==> src/rtl/anfg_pkg.sv <==
// ----------------------------------------------------------------------------
// anfg_pkg
// Shared types and constants of the Annex B NAL frame gate.
// ----------------------------------------------------------------------------
package anfg_pkg;

    // Frame length limit and the width of a byte position
    localparam int unsigned MAX_FRAME_BYTES = 1048576;
    localparam int          POS_W           = $clog2(MAX_FRAME_BYTES + 1);
    localparam logic [POS_W-1:0] FRAME_LIMIT = POS_W'(MAX_FRAME_BYTES);

    // Fixed field widths
    localparam int LEN_W    = 21;
    localparam int STATUS_W = 3;
    localparam int MODE_W   = 2;
    localparam int IN_DATA_W  = 16;
    localparam int OUT_DATA_W = 32;

    // Queue between front and back
    localparam int QDEPTH = 4;
    localparam int QPTR_W = $clog2(QDEPTH);

    // Input operation codes
    localparam logic [1:0] OP_BYTE   = 2'd0;
    localparam logic [1:0] OP_MODE   = 2'd1;
    localparam logic [1:0] OP_EMPTY  = 2'd2;
    localparam logic [1:0] OP_IGNORE = 2'd3;

    // Configuration register indexes
    localparam logic CFG_CODEC   = 1'b0;
    localparam logic CFG_PLAYING = 1'b1;

    // Codec modes
    localparam logic [1:0] CODEC_H264 = 2'd0;
    localparam logic [1:0] CODEC_H265 = 2'd1;

    // Result kinds
    localparam logic KIND_VERDICT = 1'b0;
    localparam logic KIND_MODE    = 1'b1;

    // Verdict status codes
    localparam logic [STATUS_W-1:0] ST_OK          = 3'd0;
    localparam logic [STATUS_W-1:0] ST_NOT_PLAYING = 3'd1;
    localparam logic [STATUS_W-1:0] ST_NO_START    = 3'd2;
    localparam logic [STATUS_W-1:0] ST_NO_SETS     = 3'd3;
    localparam logic [STATUS_W-1:0] ST_EMPTY       = 3'd4;

    // Remote video modes
    localparam logic [MODE_W-1:0] MODE_VIDEO   = 2'd0;
    localparam logic [MODE_W-1:0] MODE_PRIVACY = 2'd1;
    localparam logic [MODE_W-1:0] MODE_HOLD    = 2'd2;

    // NAL type masks
    localparam logic [7:0] AVC_TYPE_MASK  = 8'h1F;
    localparam logic [7:0] HEVC_TYPE_MASK = 8'h3F;

    // H.264 NAL types
    localparam logic [4:0] AVC_SLICE_LO = 5'd1;
    localparam logic [4:0] AVC_SLICE_HI = 5'd4;
    localparam logic [4:0] AVC_IDR      = 5'd5;
    localparam logic [4:0] AVC_SPS      = 5'd7;
    localparam logic [4:0] AVC_PPS      = 5'd8;

    // H.265 NAL types
    localparam logic [5:0] HEVC_IRAP_LO = 6'd16;
    localparam logic [5:0] HEVC_IRAP_HI = 6'd21;
    localparam logic [5:0] HEVC_VPS     = 6'd32;
    localparam logic [5:0] HEVC_SPS     = 6'd33;
    localparam logic [5:0] HEVC_PPS     = 6'd34;

    // Classified item passed from front to back
    typedef struct packed {
        logic [1:0] op;
        logic       first_byte;
        logic       last_byte;
        logic       frame_complete;
        logic       frame_keyframe;
        logic       privacy_on;
        logic       hold_on;
        logic       is_zero;
        logic       is_one;
        logic [4:0] avc_type;
        logic [5:0] hevc_type;
    } item_t;

    // One result item
    typedef struct packed {
        logic                kind;
        logic                forward;
        logic [LEN_W-1:0]    out_length;
        logic                keyframe_out;
        logic                keyframe_request;
        logic [STATUS_W-1:0] status;
        logic [MODE_W-1:0]   remote_mode;
    } result_t;

endpackage

==> src/rtl/annexb_nal_frame_gate_core.sv <==
// ----------------------------------------------------------------------------
// annexb_nal_frame_gate_core
// Annex B frame gate: start-code scan, NAL typing and frame verdicts.
// ----------------------------------------------------------------------------
// Usage:
//   s_axis carries one item per transaction: a frame byte, a privacy/hold
//   update or an empty-frame marker (selected by tuser). Frame bytes come
//   with first/complete/keyframe marks; tlast marks the final byte.
//   m_axis carries one result per frame (verdict) or per update (mode).
//   cfg_we/cfg_index/cfg_data write codec_mode (0) and playing (1); write
//   them only while no transaction is in flight.
// Path: an accepted item is written into the queue and popped by the back end;
//   any result it causes is registered before it is presented on m_axis.
// Throughput: one item per cycle while the result register is free or being
//   taken; the front and back are parted by a four-entry queue.
// Reset: all frame state, flags and configuration clear (H.264, not
//   playing); the queue and the result register empty.
// Stall: while m_axis_tready is low the result register holds, the queue
//   fills, and s_axis_tready drops once four items are waiting.
// ----------------------------------------------------------------------------
module annexb_nal_frame_gate_core
    import anfg_pkg::*;
(
    input  logic                  clk,
    input  logic                  rst_n,
    // configuration write port
    input  logic                  cfg_we,
    input  logic                  cfg_index,
    input  logic [1:0]            cfg_data,
    // input stream
    input  logic                  s_axis_tvalid,
    output logic                  s_axis_tready,
    // data_byte[7:0], first_byte[8], frame_complete[9], frame_keyframe[10],
    // privacy_on[11], hold_on[12], zero[15:13]
    input  logic [IN_DATA_W-1:0]  s_axis_tdata,
    // op[1:0]
    input  logic [1:0]            s_axis_tuser,
    // last_byte
    input  logic                  s_axis_tlast,
    // result stream
    output logic                  m_axis_tvalid,
    input  logic                  m_axis_tready,
    // forward[0], out_length[21:1], keyframe_out[22], keyframe_request[23],
    // status[26:24], remote_mode[28:27], zero[31:29]
    output logic [OUT_DATA_W-1:0] m_axis_tdata,
    // kind[0]
    output logic                  m_axis_tuser
);

    logic    q_full;
    logic    q_push;
    item_t   q_in;
    logic    q_pop;
    logic    q_valid;
    item_t   q_out;
    result_t res;

    // Accept and classify
    anfg_front u_front (
        .s_axis_tvalid (s_axis_tvalid),
        .s_axis_tready (s_axis_tready),
        .s_axis_tdata  (s_axis_tdata),
        .s_axis_tuser  (s_axis_tuser),
        .s_axis_tlast  (s_axis_tlast),
        .q_full        (q_full),
        .q_push        (q_push),
        .q_item        (q_in)
    );

    // Decouple front and back
    anfg_queue u_queue (
        .clk       (clk),
        .rst_n     (rst_n),
        .push      (q_push),
        .push_item (q_in),
        .full      (q_full),
        .pop       (q_pop),
        .valid     (q_valid),
        .pop_item  (q_out)
    );

    // Scan and decide
    anfg_back u_back (
        .clk       (clk),
        .rst_n     (rst_n),
        .cfg_we    (cfg_we),
        .cfg_index (cfg_index),
        .cfg_data  (cfg_data),
        .q_valid   (q_valid),
        .q_item    (q_out),
        .q_pop     (q_pop),
        .res_valid (m_axis_tvalid),
        .res       (res),
        .res_ready (m_axis_tready)
    );

    // Pack the result
    assign m_axis_tuser = res.kind;
    assign m_axis_tdata = {3'b000, res.remote_mode, res.status, res.keyframe_request,
                           res.keyframe_out, res.out_length, res.forward};

endmodule

==> src/rtl/anfg_front.sv <==
// ----------------------------------------------------------------------------
// anfg_front
// Accepts input transactions, classifies them and pushes them to the queue.
// ----------------------------------------------------------------------------
module anfg_front
    import anfg_pkg::*;
(
    input  logic                 s_axis_tvalid,
    output logic                 s_axis_tready,
    input  logic [IN_DATA_W-1:0] s_axis_tdata,
    input  logic [1:0]           s_axis_tuser,
    input  logic                 s_axis_tlast,
    input  logic                 q_full,
    output logic                 q_push,
    output item_t                q_item
);

    logic [7:0] data_byte;
    logic [7:0] hevc_byte;

    // Accept whenever the queue has room
    assign s_axis_tready = ~q_full;

    // Drop ignored operations, push everything else
    assign q_push = s_axis_tvalid & ~q_full & (s_axis_tuser != OP_IGNORE);

    assign data_byte = s_axis_tdata[7:0];
    assign hevc_byte = (data_byte >> 1) & HEVC_TYPE_MASK;

    // Classify the byte and unpack the marks
    always_comb
    begin
        q_item.op             = s_axis_tuser;
        q_item.first_byte     = s_axis_tdata[8];
        q_item.last_byte      = s_axis_tlast;
        q_item.frame_complete = s_axis_tdata[9];
        q_item.frame_keyframe = s_axis_tdata[10];
        q_item.privacy_on     = s_axis_tdata[11];
        q_item.hold_on        = s_axis_tdata[12];
        q_item.is_zero        = (data_byte == 8'h00);
        q_item.is_one         = (data_byte == 8'h01);
        q_item.avc_type       = 5'(data_byte & AVC_TYPE_MASK);
        q_item.hevc_type      = 6'(hevc_byte);
    end

endmodule

==> src/rtl/anfg_queue.sv <==
// ----------------------------------------------------------------------------
// anfg_queue
// Short FIFO of classified items between the front and the back.
// ----------------------------------------------------------------------------
module anfg_queue
    import anfg_pkg::*;
(
    input  logic  clk,
    input  logic  rst_n,
    input  logic  push,
    input  item_t push_item,
    output logic  full,
    input  logic  pop,
    output logic  valid,
    output item_t pop_item
);

    item_t             mem [QDEPTH];
    logic [QPTR_W-1:0] wr_ptr_reg;
    logic [QPTR_W-1:0] rd_ptr_reg;
    logic [QPTR_W:0]   count_reg;
    logic [QPTR_W:0]   count_next;

    assign full     = (count_reg == (QPTR_W+1)'(QDEPTH));
    assign valid    = (count_reg != '0);
    assign pop_item = mem[rd_ptr_reg];

    // Track occupancy
    always_comb
    begin
        count_next = count_reg;
        if (push && !(pop && valid))
        begin
            count_next = count_reg + 1'b1;
        end
        else if (!push && pop && valid)
        begin
            count_next = count_reg - 1'b1;
        end
    end

    // Store pushed items
    always_ff @(posedge clk)
    begin
        if (push)
        begin
            mem[wr_ptr_reg] <= push_item;
        end
    end

    // Advance pointers
    always_ff @(posedge clk or negedge rst_n)
    begin
        if (!rst_n)
        begin
            wr_ptr_reg <= '0;
            rd_ptr_reg <= '0;
            count_reg  <= '0;
        end
        else
        begin
            if (push)
            begin
                wr_ptr_reg <= wr_ptr_reg + 1'b1;
            end
            if (pop && valid)
            begin
                rd_ptr_reg <= rd_ptr_reg + 1'b1;
            end
            count_reg <= count_next;
        end
    end

endmodule

==> src/rtl/anfg_back.sv <==
// ----------------------------------------------------------------------------
// anfg_back
// Scans frames for start codes and NAL types, keeps the gate state and
// registers one result per verdict or mode update.
// ----------------------------------------------------------------------------
module anfg_back
    import anfg_pkg::*;
(
    input  logic    clk,
    input  logic    rst_n,
    input  logic    cfg_we,
    input  logic    cfg_index,
    input  logic [1:0] cfg_data,
    input  logic    q_valid,
    input  item_t   q_item,
    output logic    q_pop,
    output logic    res_valid,
    output result_t res,
    input  logic    res_ready
);

    // Configuration
    logic [1:0] codec_mode_reg;
    logic       playing_reg;

    // Gate state
    logic [1:0]       zero_run_reg,   zero_run_next;
    logic [POS_W-1:0] byte_pos_reg,   byte_pos_next;
    logic             expect_hdr_reg, expect_hdr_next;
    logic [POS_W-1:0] last_start_reg, last_start_next;
    logic [POS_W-1:0] trunc_len_reg,  trunc_len_next;
    logic [1:0]       slice_reg,      slice_next;
    logic [2:0]       found_reg,      found_next;
    logic [2:0]       flags_reg,      flags_next;
    logic             sets_sent_reg,  sets_sent_next;
    logic             first_kf_reg,   first_kf_next;
    logic [1:0]       priv_hold_reg,  priv_hold_next;
    logic             kf_pend_reg,    kf_pend_next;

    // Result register
    logic    out_valid_reg, out_valid_next;
    result_t out_res_reg,   out_res_next;

    logic             scan_on;
    logic             is_avc;
    logic             is_hevc;
    logic             cut;
    logic             do_clear;
    logic             do_byte;
    logic             do_verdict;
    logic [POS_W-1:0] pos;
    logic [POS_W-1:0] len;
    logic [2:0]       need;
    logic [2:0]       full_sets;
    logic             fwd;
    logic [STATUS_W-1:0] status;

    assign q_pop     = q_valid & (~out_valid_reg | res_ready);
    assign res_valid = out_valid_reg;
    assign res       = out_res_reg;
    assign is_avc    = (codec_mode_reg == CODEC_H264);
    assign is_hevc   = (codec_mode_reg == CODEC_H265);

    // Work out the effect of one item on the state and the result
    always_comb
    begin
        zero_run_next   = zero_run_reg;
        byte_pos_next   = byte_pos_reg;
        expect_hdr_next = expect_hdr_reg;
        last_start_next = last_start_reg;
        trunc_len_next  = trunc_len_reg;
        slice_next      = slice_reg;
        found_next      = found_reg;
        flags_next      = flags_reg;
        sets_sent_next  = sets_sent_reg;
        first_kf_next   = first_kf_reg;
        priv_hold_next  = priv_hold_reg;
        kf_pend_next    = kf_pend_reg;
        out_valid_next  = out_valid_reg & ~res_ready;
        out_res_next    = out_res_reg;
        scan_on   = 1'b0;
        cut       = 1'b0;
        pos       = byte_pos_reg;
        len       = '0;
        need      = '0;
        full_sets = '0;
        fwd       = 1'b0;
        status    = ST_OK;
        do_clear   = 1'b0;
        do_byte    = 1'b0;
        do_verdict = 1'b0;

        if (q_pop)
        begin
            case (q_item.op)
                OP_MODE:
                begin
                    do_clear = 1'b0;
                end
                OP_EMPTY:
                begin
                    do_clear   = 1'b1;
                    do_verdict = 1'b1;
                end
                OP_BYTE:
                begin
                    do_clear   = q_item.first_byte;
                    do_byte    = 1'b1;
                    do_verdict = q_item.last_byte;
                end
                default:
                begin
                    do_clear = 1'b0;
                end
            endcase

            // Mode update: clear sets-sent on entering privacy or hold, register a mode result
            if (q_item.op == OP_MODE)
            begin
                if ((q_item.privacy_on && !priv_hold_reg[0]) ||
                    (q_item.hold_on && !priv_hold_reg[1]))
                begin
                    sets_sent_next = 1'b0;
                end
                priv_hold_next = {q_item.hold_on, q_item.privacy_on};
                out_valid_next = 1'b1;
                out_res_next   = '0;
                out_res_next.kind = KIND_MODE;
                if (q_item.hold_on)
                begin
                    out_res_next.remote_mode = MODE_HOLD;
                end
                else if (q_item.privacy_on)
                begin
                    out_res_next.remote_mode = MODE_PRIVACY;
                end
                else
                begin
                    out_res_next.remote_mode = MODE_VIDEO;
                end
            end

            // Start of frame: reset per-frame state, take the marks
            if (do_clear)
            begin
                zero_run_next   = '0;
                byte_pos_next   = '0;
                expect_hdr_next = 1'b0;
                last_start_next = '0;
                trunc_len_next  = '0;
                slice_next      = '0;
                found_next      = '0;
                kf_pend_next    = 1'b0;
                flags_next      = {1'b0, q_item.frame_keyframe, q_item.frame_complete};
            end

            // Scan one byte
            if (do_byte && (byte_pos_next < FRAME_LIMIT))
            begin
                pos           = byte_pos_next;
                byte_pos_next = byte_pos_next + 1'b1;
                scan_on = playing_reg & ~slice_next[1] & (is_avc | is_hevc);
                if (scan_on)
                begin
                    if (expect_hdr_next)
                    begin
                        expect_hdr_next = 1'b0;
                        if (is_avc)
                        begin
                            if (q_item.avc_type == AVC_SPS)
                            begin
                                found_next[1] = 1'b1;
                            end
                            if (q_item.avc_type == AVC_PPS)
                            begin
                                found_next[2] = 1'b1;
                            end
                            if (!flags_next[0] && !slice_next[0])
                            begin
                                if (q_item.avc_type == AVC_IDR)
                                begin
                                    slice_next[0] = 1'b1;
                                    if (first_kf_reg)
                                    begin
                                        slice_next[1]  = 1'b1;
                                        trunc_len_next = last_start_next;
                                        cut            = 1'b1;
                                    end
                                    else
                                    begin
                                        kf_pend_next = 1'b1;
                                    end
                                end
                                else if (q_item.avc_type >= AVC_SLICE_LO &&
                                         q_item.avc_type <= AVC_SLICE_HI)
                                begin
                                    slice_next[0] = 1'b1;
                                end
                            end
                            if (!cut)
                            begin
                                flags_next[2] = 1'b1;
                            end
                        end
                        else
                        begin
                            if (q_item.hevc_type == HEVC_VPS)
                            begin
                                found_next[0] = 1'b1;
                            end
                            if (q_item.hevc_type == HEVC_SPS)
                            begin
                                found_next[1] = 1'b1;
                            end
                            if (q_item.hevc_type == HEVC_PPS)
                            begin
                                found_next[2] = 1'b1;
                            end
                            if (q_item.hevc_type >= HEVC_IRAP_LO &&
                                q_item.hevc_type <= HEVC_IRAP_HI && !flags_next[1])
                            begin
                                flags_next[1] = 1'b1;
                                kf_pend_next  = 1'b1;
                            end
                            flags_next[2] = 1'b1;
                        end
                    end

                    // Track zeros and detect start codes
                    if (!cut)
                    begin
                        if (q_item.is_zero)
                        begin
                            if (zero_run_next != 2'd3)
                            begin
                                zero_run_next = zero_run_next + 1'b1;
                            end
                        end
                        else if (q_item.is_one && zero_run_next[1])
                        begin
                            last_start_next = (zero_run_next == 2'd3) ?
                                              pos - POS_W'(3) : pos - POS_W'(2);
                            expect_hdr_next = 1'b1;
                            zero_run_next   = '0;
                        end
                        else
                        begin
                            zero_run_next = '0;
                        end
                    end
                end
            end

            // Frame verdict
            if (do_verdict)
            begin
                len = slice_next[1] ? trunc_len_next : byte_pos_next;
                if (expect_hdr_next)
                begin
                    flags_next[2] = 1'b1;
                end
                need      = is_avc ? (found_next & 3'b110) : found_next;
                full_sets = is_avc ? 3'b110 : 3'b111;
                if (!playing_reg)
                begin
                    status = ST_NOT_PLAYING;
                end
                else
                begin
                    if ((is_avc || is_hevc) &&
                        ((flags_next[1:0] == 2'b11) || kf_pend_next))
                    begin
                        first_kf_next = 1'b1;
                    end
                    if (len == '0)
                    begin
                        status = ST_EMPTY;
                    end
                    else if (is_avc || is_hevc)
                    begin
                        if (!flags_next[2])
                        begin
                            status = ST_NO_START;
                        end
                        else if (!sets_sent_reg && need == 3'b000)
                        begin
                            status = ST_NO_SETS;
                        end
                        else
                        begin
                            fwd = 1'b1;
                            if (!sets_sent_reg && need == full_sets)
                            begin
                                sets_sent_next = 1'b1;
                            end
                        end
                    end
                    else
                    begin
                        fwd = 1'b1;
                    end
                end
                out_valid_next                = 1'b1;
                out_res_next.kind             = KIND_VERDICT;
                out_res_next.forward          = fwd;
                out_res_next.out_length       = LEN_W'(len);
                out_res_next.keyframe_out     = flags_next[1];
                out_res_next.keyframe_request = ~fwd;
                out_res_next.status           = status;
                out_res_next.remote_mode      = MODE_VIDEO;

                // Clear per-frame state after the verdict
                zero_run_next   = '0;
                byte_pos_next   = '0;
                expect_hdr_next = 1'b0;
                last_start_next = '0;
                trunc_len_next  = '0;
                slice_next      = '0;
                found_next      = '0;
                flags_next      = '0;
                kf_pend_next    = 1'b0;
            end
        end
    end

    // Hold the result payload
    always_ff @(posedge clk)
    begin
        out_res_reg <= out_res_next;
    end

    // Update configuration and state
    always_ff @(posedge clk or negedge rst_n)
    begin
        if (!rst_n)
        begin
            codec_mode_reg <= CODEC_H264;
            playing_reg    <= 1'b0;
            zero_run_reg   <= '0;
            byte_pos_reg   <= '0;
            expect_hdr_reg <= 1'b0;
            last_start_reg <= '0;
            trunc_len_reg  <= '0;
            slice_reg      <= '0;
            found_reg      <= '0;
            flags_reg      <= '0;
            sets_sent_reg  <= 1'b0;
            first_kf_reg   <= 1'b0;
            priv_hold_reg  <= '0;
            kf_pend_reg    <= 1'b0;
            out_valid_reg  <= 1'b0;
        end
        else
        begin
            if (cfg_we && cfg_index == CFG_CODEC)
            begin
                codec_mode_reg <= cfg_data;
            end
            if (cfg_we && cfg_index == CFG_PLAYING)
            begin
                playing_reg <= cfg_data[0];
            end
            zero_run_reg   <= zero_run_next;
            byte_pos_reg   <= byte_pos_next;
            expect_hdr_reg <= expect_hdr_next;
            last_start_reg <= last_start_next;
            trunc_len_reg  <= trunc_len_next;
            slice_reg      <= slice_next;
            found_reg      <= found_next;
            flags_reg      <= flags_next;
            sets_sent_reg  <= sets_sent_next;
            first_kf_reg   <= first_kf_next;
            priv_hold_reg  <= priv_hold_next;
            kf_pend_reg    <= kf_pend_next;
            out_valid_reg  <= out_valid_next;
        end
    end

endmodule

==> config.mk <==
export PLATFORM = sky130hd
export DESIGN_NAME = annexb_nal_frame_gate_core
export DESIGN_NICKNAME = d
export VERILOG_FILES = /design/src/rtl/anfg_pkg.sv /design/src/rtl/annexb_nal_frame_gate_core.sv /design/src/rtl/anfg_front.sv /design/src/rtl/anfg_queue.sv /design/src/rtl/anfg_back.sv
export SDC_FILE = /design/constraint.sdc
export NUM_CORES = 1
export LEC_CHECK = 0
export ABC_CLOCK_PERIOD_IN_PS = 6300
export BUFFER_PORTS_ARGS = -buffer_cell sky130_fd_sc_hd__buf_2
export CAP_MARGIN = 20
export CORE_MARGIN = 10
export CORE_UTILIZATION = 54
export CTS_BUF_LIST = sky130_fd_sc_hd__clkbuf_16
export CTS_CLUSTER_DIAMETER = 50
export DETAILED_ROUTE_END_ITERATION = 6
export PLACE_DENSITY = 0.7
export SYNTH_ARGS = -nofsm -noshare
export SYNTH_HDL_FRONTEND = slang
export SYNTH_SLANG_ARGS = --single-unit
export TNS_END_PERCENT = 1
==> constraint.sdc <==
create_clock -name clk -period 6.3 [get_ports clk]
set_input_delay 0.315 -clock clk [delete_from_list [all_inputs] [get_ports clk]]
set_output_delay 0.315 -clock clk [all_outputs]
set_load 0.02 [all_outputs]
== Yosys cells after proc, flatten, opt, wreduce, memory -nomap -nowiden ==
Memory sizes are Yosys's and may differ from the RTL's.
Cells that the tools add are included.

* Add/subtract/negate cells: 8
* Multipliers: 0
* Div/mod/pow operators: 0
* $lt $le $gt $ge: 5
* Eq/ne operators: 16
* Shift-type cells: 0
* Muxes and demuxes: 145
* Bitwise operators: 14
* Reduce and logical (&&, ||, !) cells: 39

{| class="wikitable"
|+ Operators with widths
! kind !! number
|-
| 21-bit two-way mux || 24
|-
| 1-bit two-way mux || 78
|-
| 2-bit two-way mux || 24
|-
| 3-bit two-way mux || 15
|-
| 21-bit by 2-bit subtractor with 21-bit output (second input constant) || 2
|-
| 30-bit two-way mux || 1
|-
| 29-bit two-way mux || 1
|-
| 21-bit by 1-bit adder with 21-bit output (second input constant) || 1
|-
| 21-bit logical NOT || 1
|-
| 21-bit < comparator (second input constant) || 1
|-
| 6-bit == test (second input constant) || 3
|-
| 1-bit logical AND || 17
|-
| 5-bit by 3-bit == test with 1-bit output (second input constant) || 2
|-
| 8-bit by 1-bit == test with 1-bit output (second input constant) || 1
|-
| 1-bit logical NOT || 8
|-
| 8-bit logical NOT || 1
|-
| 2-bit by 1-bit adder with 2-bit output (second input constant) || 3
|-
| 1-bit AND || 6
|-
| 2-bit == test (second input constant) || 3
|-
| 6-bit by 5-bit greater-or-equal comparator with 1-bit output (second input constant) || 1
|-
| 6-bit by 5-bit <= comparator with 1-bit output (second input constant) || 1
|-
| 1-bit inverter || 6
|-
| 5-bit by 4-bit == test with 1-bit output (second input constant) || 1
|-
| 5-bit by 1-bit greater-or-equal comparator with 1-bit output (second input constant) || 1
|-
| 16 further kinds || 25
|}

* Register bits: 120
* Bits in latches: 0
* Bits in writable memories: 84
* ROM bits: 0
* Input port bits: 27
* Output and inout bits: 35
* Word-level logic and storage cells: 253
* Memories kept: 1

{| class="wikitable"
|+ Memory list
! memory !! words !! bits a word !! read ports !! clocked after Yosys merged registers in !! write ports !! line !! RTL
|-
| u_queue.mem || 4 || 21 || 1 || 0 || 1 || anfg_queue.sv:18 || <nowiki>item_t mem [QDEPTH];</nowiki>
|}

== Longest topological paths before layout ==
* Word-level depth: 34
* Gate-level depth with buffers: 19
* Depth with buffers taken out: 13

== Hierarchy ==
From an unflattened synthesis, not the netlist that was laid out.

* Cells, all modules: 986
* Area, all modules: 10751.6 sq um

{| class="wikitable"
|+ Modules (own cells, without submodules)
! module !! times used !! cells each !! area each (sq um) !! seq. area each (sq um)
|-
| anfg_back || 1 || 794 || 6979.2 || 2977.9
|-
| anfg_queue || 1 || 161 || 3548.4 || 2697.6
|-
| anfg_front || 1 || 27 || 197.7 || 0.0
|-
| annexb_nal_frame_gate_core || 1 || 4 || 26.3 || 0.0
|}

== Least setup slack after synthesis ==
Ideal clock, no wire load.

* Path kind: register to register
* Start: register u_queue.rd_ptr_reg[0]
* End: register u_back.out_res_reg (netlist bit u_back.res[2]) (data pin)
* Setup time: 0.277 ns
* Data arrival time: 4.688 ns
* Required time: 6.023 ns
* Slack: 1.335 ns
* Cell stages (with the launch flop): 20
* Path buffers: 6
* Period minus slack after synthesis: 4.965 ns
* Cell sequence: dfrtp_1 buf_6 mux4_2 buf_6 o21bai_1 buf_2 buf_1 clkbuf_1 clkbuf_1 and2_1 ha_1 and3b_1 and2_1 nand4_1 and3_1 o311a_1 a311oi_1 nand4_1 nor4_1 o32ai_1

* Longest elaborated chain between the ends: 31
* Elaborated cells between the ends (all ways): 105
* Those cells by class: add/sub: 1; order compare: 1; eq/ne: 7; mux: 83; bitwise: 3; reduce/logical: 9; memory: 1

{| class="wikitable"
|+ Ends and longest elaborated chain
! what !! line !! RTL
|-
| from (decl) || anfg_queue.sv:20 || <nowiki>logic [QPTR_W-1:0] rd_ptr_reg;</nowiki>
|-
| from (signal assigned) || anfg_queue.sv:68 || <nowiki>rd_ptr_reg <= rd_ptr_reg + 1'b1;</nowiki>
|-
| memory 4 x 21 bit * || - ||
|-
| 2-bit == test or 2-bit logical NOT (tied branches) || anfg_back.sv:95 || <nowiki>case (q_item.op)</nowiki>
|-
| 1-bit case mux with 2 select lines || anfg_back.sv:95 ||
|-
| 1-bit two-way mux || anfg_back.sv:93 || <nowiki>if (q_pop)</nowiki>
|-
| 3-bit two-way mux or 2-bit two-way mux (tied branches) || anfg_back.sv:144 || <nowiki>if (do_clear)</nowiki>
|-
| 3-bit two-way mux or 2-bit two-way mux (tied branches) || anfg_back.sv:93 ||
|-
| 1-bit logical NOT || anfg_back.sv:178 || <nowiki>if (!flags_next[0] && !slice_next[0])</nowiki>
|-
| 1-bit logical AND || anfg_back.sv:178 ||
|-
| (+15 left out) || - ||
|-
| 1-bit two-way mux || anfg_back.sv:258 || <nowiki>if (expect_hdr_next)</nowiki>
|-
| 1-bit two-way mux || anfg_back.sv:255 || <nowiki>if (do_verdict)</nowiki>
|-
| 1-bit two-way mux || anfg_back.sv:93 ||
|-
| 3-bit two-way mux || anfg_back.sv:281 || <nowiki>if (!flags_next[2])</nowiki>
|-
| 3-bit two-way mux || anfg_back.sv:279 || <nowiki>else if (is_avc || is_hevc)</nowiki>
|-
| 3-bit two-way mux || anfg_back.sv:275 || <nowiki>if (len == '0)</nowiki>
|-
| 3-bit two-way mux || anfg_back.sv:264 || <nowiki>if (!playing_reg)</nowiki>
|-
| 29-bit two-way mux * || anfg_back.sv:255 ||
|-
| to (signal assigned) || anfg_back.sv:329 || <nowiki>out_res_reg <= out_res_next;</nowiki>
|-
| to (decl) || anfg_back.sv:42 || <nowiki>result_t out_res_reg, out_res_next;</nowiki>
|}

Every way passes the cells marked *; elsewhere a longest branch is shown, timed or not. The select of a mux whose other input is x is not followed.
A chain may end at the register's enable or synchronous reset.

== Worst setup path after layout ==
Ends and elaborated chain as after synthesis.

==> flow_summary_export.csv <==
group,metric,value,unit
final_layout,insertedDiodeCount,0,
die,fp.dieH,153,um
global_route,track_usage,0.226,
power_and_ir_drop,power-per-cell-area,457,mW/mm^2
timing,max_slew_margin,0.299,
clock_network,cts_buffer_depth,2,
setup_path,critPathMaxStageDelay,0.68,ns
final_layout,finish.utilization,0.614,
logic_synthesis,synth.distinct_cells,76,
clock_network,cts_tree,"yes",
global_route,grt_pass1_vias,7559,
clock_network,clk_latency,0.44,ns
final_layout,fin_nets,938,
route,viasPerCell,6.60,
timing,hold_violations,0,
logic_synthesis,ys.flop_type,"edfxtp_1",
route,drt_iter0_markers,869,
clock_network,cts_resized,0,
logic_synthesis,synth_edf_count,98,
final_layout,drive_gt1_frac,0.153,
setup_path,worstPathCellList,"mux4_2 > o21bai_4 > and2_1 > ha_1 > and3b_1 > and2_1 > nand4_1 > and3_1 > o311a_1 > a311oi_1 > nand4_1 > nor4_1 > o32ai_1",
setup_path,reg2reg_slack,1.39,ns
clock_network,cts-root-buf,"clkbuf_16",
hold_path,holdPathStages,1,
setup_path,end_kind,"flip-flop",
clock_network,cts.sinks,188,
setup_path,r2r.worst_path.cells,13,
clock_network,htree_levels,4,
die,coreArea,0.0173,mm^2
hold_path,hold_class,"primary input to flip-flop",
logic_synthesis,synthTopCellsByArea,"edfxtp_1, dfrtp_1, mux4_2",
power_and_ir_drop,ir_drop,284,uV
route,routed-via-count,7542,
logic_synthesis,synth_top_area_share,0.308,
die,core.rowCount,48,
timing,finalClockSkew,0.0137,ns
timing,tns,0,ns
timing,drv_slew,0,
run_status,violations,"DRC",
clock_network,clkSlewWorstSetupHoldPaths,0.08,ns
route,antenna_left,0,
logic_synthesis,yosys.area.top_type,"edfxtp_1",
timing,fmax,204,MHz
logic_synthesis,synth_seq_cells,188,
final_layout,largest_reg_flops,68,
final_layout,top_register,"u_queue.mem",
timing,worst_slew_pin_slew,1.05,ns
timing,setup_viol,0,
flow_run,cap_viol_max_count,0,
route,drt_wl_total,26300,um
setup_path,worstPathArrival,5.08,ns
die,ios,62,
placement,portBuffers,55,
setup_path,cp.depth,13,
setup_path,slowest_stage,"mux4_2",
logic_synthesis,syn_area_per_cell,10.9,um^2
logic_synthesis,synth_cells,877,
setup_path,path_delay_family,"simple AND/OR/NAND/NOR gates",
clock_network,cts_buffers,17,
setup_path,required,6.47,ns
route,drc_errors,17,
route,drtPass1Iterations,7,
logic_synthesis,yosysSeqAreaShare,0.544,
final_layout,syn_to_final_growth,11.3,%
run_status,status,"finished with violations",
route,routedWlPerCell,23.0,um
global_route,overflow,0,
logic_synthesis,ys_warn_count,0,
logic_synthesis,synthesis.area,0.00954,mm^2
logic_synthesis,synthArstFlopShare,0.479,
setup_path,cp_max_fo,11,
setup_path,startpoint_type,"flip-flop",
timing,rsz0062_at_grt,"false",
final_layout,final_cell_mix,"edfxtp_1, nand2_1, dfrtp_1",
global_route,grt_max_degree,59,
final_layout,layout_commonest_cell,"edfxtp_1",
global_route,antenna_found_initial,0,
timing,period_minus_slack,4.91,ns
die,die_w,153,um
placement,dpl.hpwl,18300,um
timing,final.period_utilization,0.779,
die,initial_utilization,0.552,
final_layout,fillers,1379,
setup_path,crit_type,"flip-flop to flip-flop",
clock_network,postCtsSetupBuffers,0,
setup_path,path_buf_inv,0,
placement,place_congestion,0.968,
global_route,grt_pass1_wl,42600,um
power_and_ir_drop,total_leakage_power,4.20,nW
die,die_area,0.0234,mm^2
==> metal layers <==
| metal | GRT usage | routed length (um) | up-vias |
|---|---|---|---|
| met1 | 0.281 | 10600 | 3756 |
| met3 | 0.0463 | 1650 | 66 |
| met4 | 0.115 | 1230 | 0 |
| met2 | 0.366 | 12800 | 366 |
| li1 | - | - | 3354 |
| met5 | 0 | 0 | - |
==> cell families (layout without fill, tap and decap cells) <==
kind of cell	after synthesis	count (layout)	synth area share
compound gates	224	224	0.166
xor+xnor	27	27	0.0248
fa+ha+maj	6	6	0.00865
buf+inv	89	128	0.0405
flops	188	188	0.544
mux	33	33	0.0580
other cells	1	3	0.000393
simple gates	309	309	0.157
==> report_power, final <==
part | leakage (nW) | total, W | internal (W) | switching, W
clock | 0.306 | 0.00114 | 0.000609 | 0.000528
combinational | 1.76 | 0.00204 | 0.000617 | 0.00142
sequential | 2.14 | 0.00168 | 0.00157 | 0.000107
==> metrics by stage <==
stage | power [W] | instance area, um^2 | hold WS [ns] | worst slack (ns) | cells
finish | 0.00485 | 10600 | 0.0873 | 1.39 | 1143
global route | 0.00512 | 10600 | 0.0725 | 1.08 | 1143
CTS | 0.00482 | 10600 | 0.0832 | 1.40 | 1142
detailed placement | 0.00369 | 9950 | 0.299 | 1.44 | 1109
global placement | 0.00363 | 9950 | 0.293 | 1.50 | 1109
floorplan | 0.00304 | 9550 | 0.0194 | 1.34 | 879
==> cell usage after synthesis, types with 14 or more instances <==
library cell and number:
edfxtp_1 98, nand2_1 91, dfrtp_1 90, nor2_1 71, o21ai_0 60, clkbuf_1 49, a22o_1 36, a21oi_1 33
nor3_1 26, inv_1 24, nand3_1 20, nand4_1 20, xnor2_1 19, and3_1 17, mux4_2 17, and2_1 14
==> layout make-up <==
class	count	area, um^2	area share
sequential	188	5190	0.489
clock inverter	15	201	0.0190
multi-input combinational	602	4000	0.376
tap	225	282	0.0265
inverter	24	90.1	0.00848
timing repair buffer	72	428	0.0403
clock buffer	17	425	0.0401
==> worst paths after layout <==
path                                             from                       to
worst max-delay path            u_queue.rd_ptr_reg[0]            u_back.res[2]
worst min-delay path                 s_axis_tdata[10]       u_queue.mem[1][15]
worst max register to register  u_queue.rd_ptr_reg[0]            u_back.res[2]
worst min register to register    u_back.found_reg[0]      u_back.found_reg[0]
max in group asynchronous                       rst_n  u_back.byte_pos_reg[14]
min in group asynchronous                       rst_n   u_back.byte_pos_reg[9]
==> what timing repair did <==
action,in CTS,in global routing
setup endpoints to repair,0,0
hold buffers,1,0
hold endpoints to repair,32,0
(Power assumes the default switching activity.)
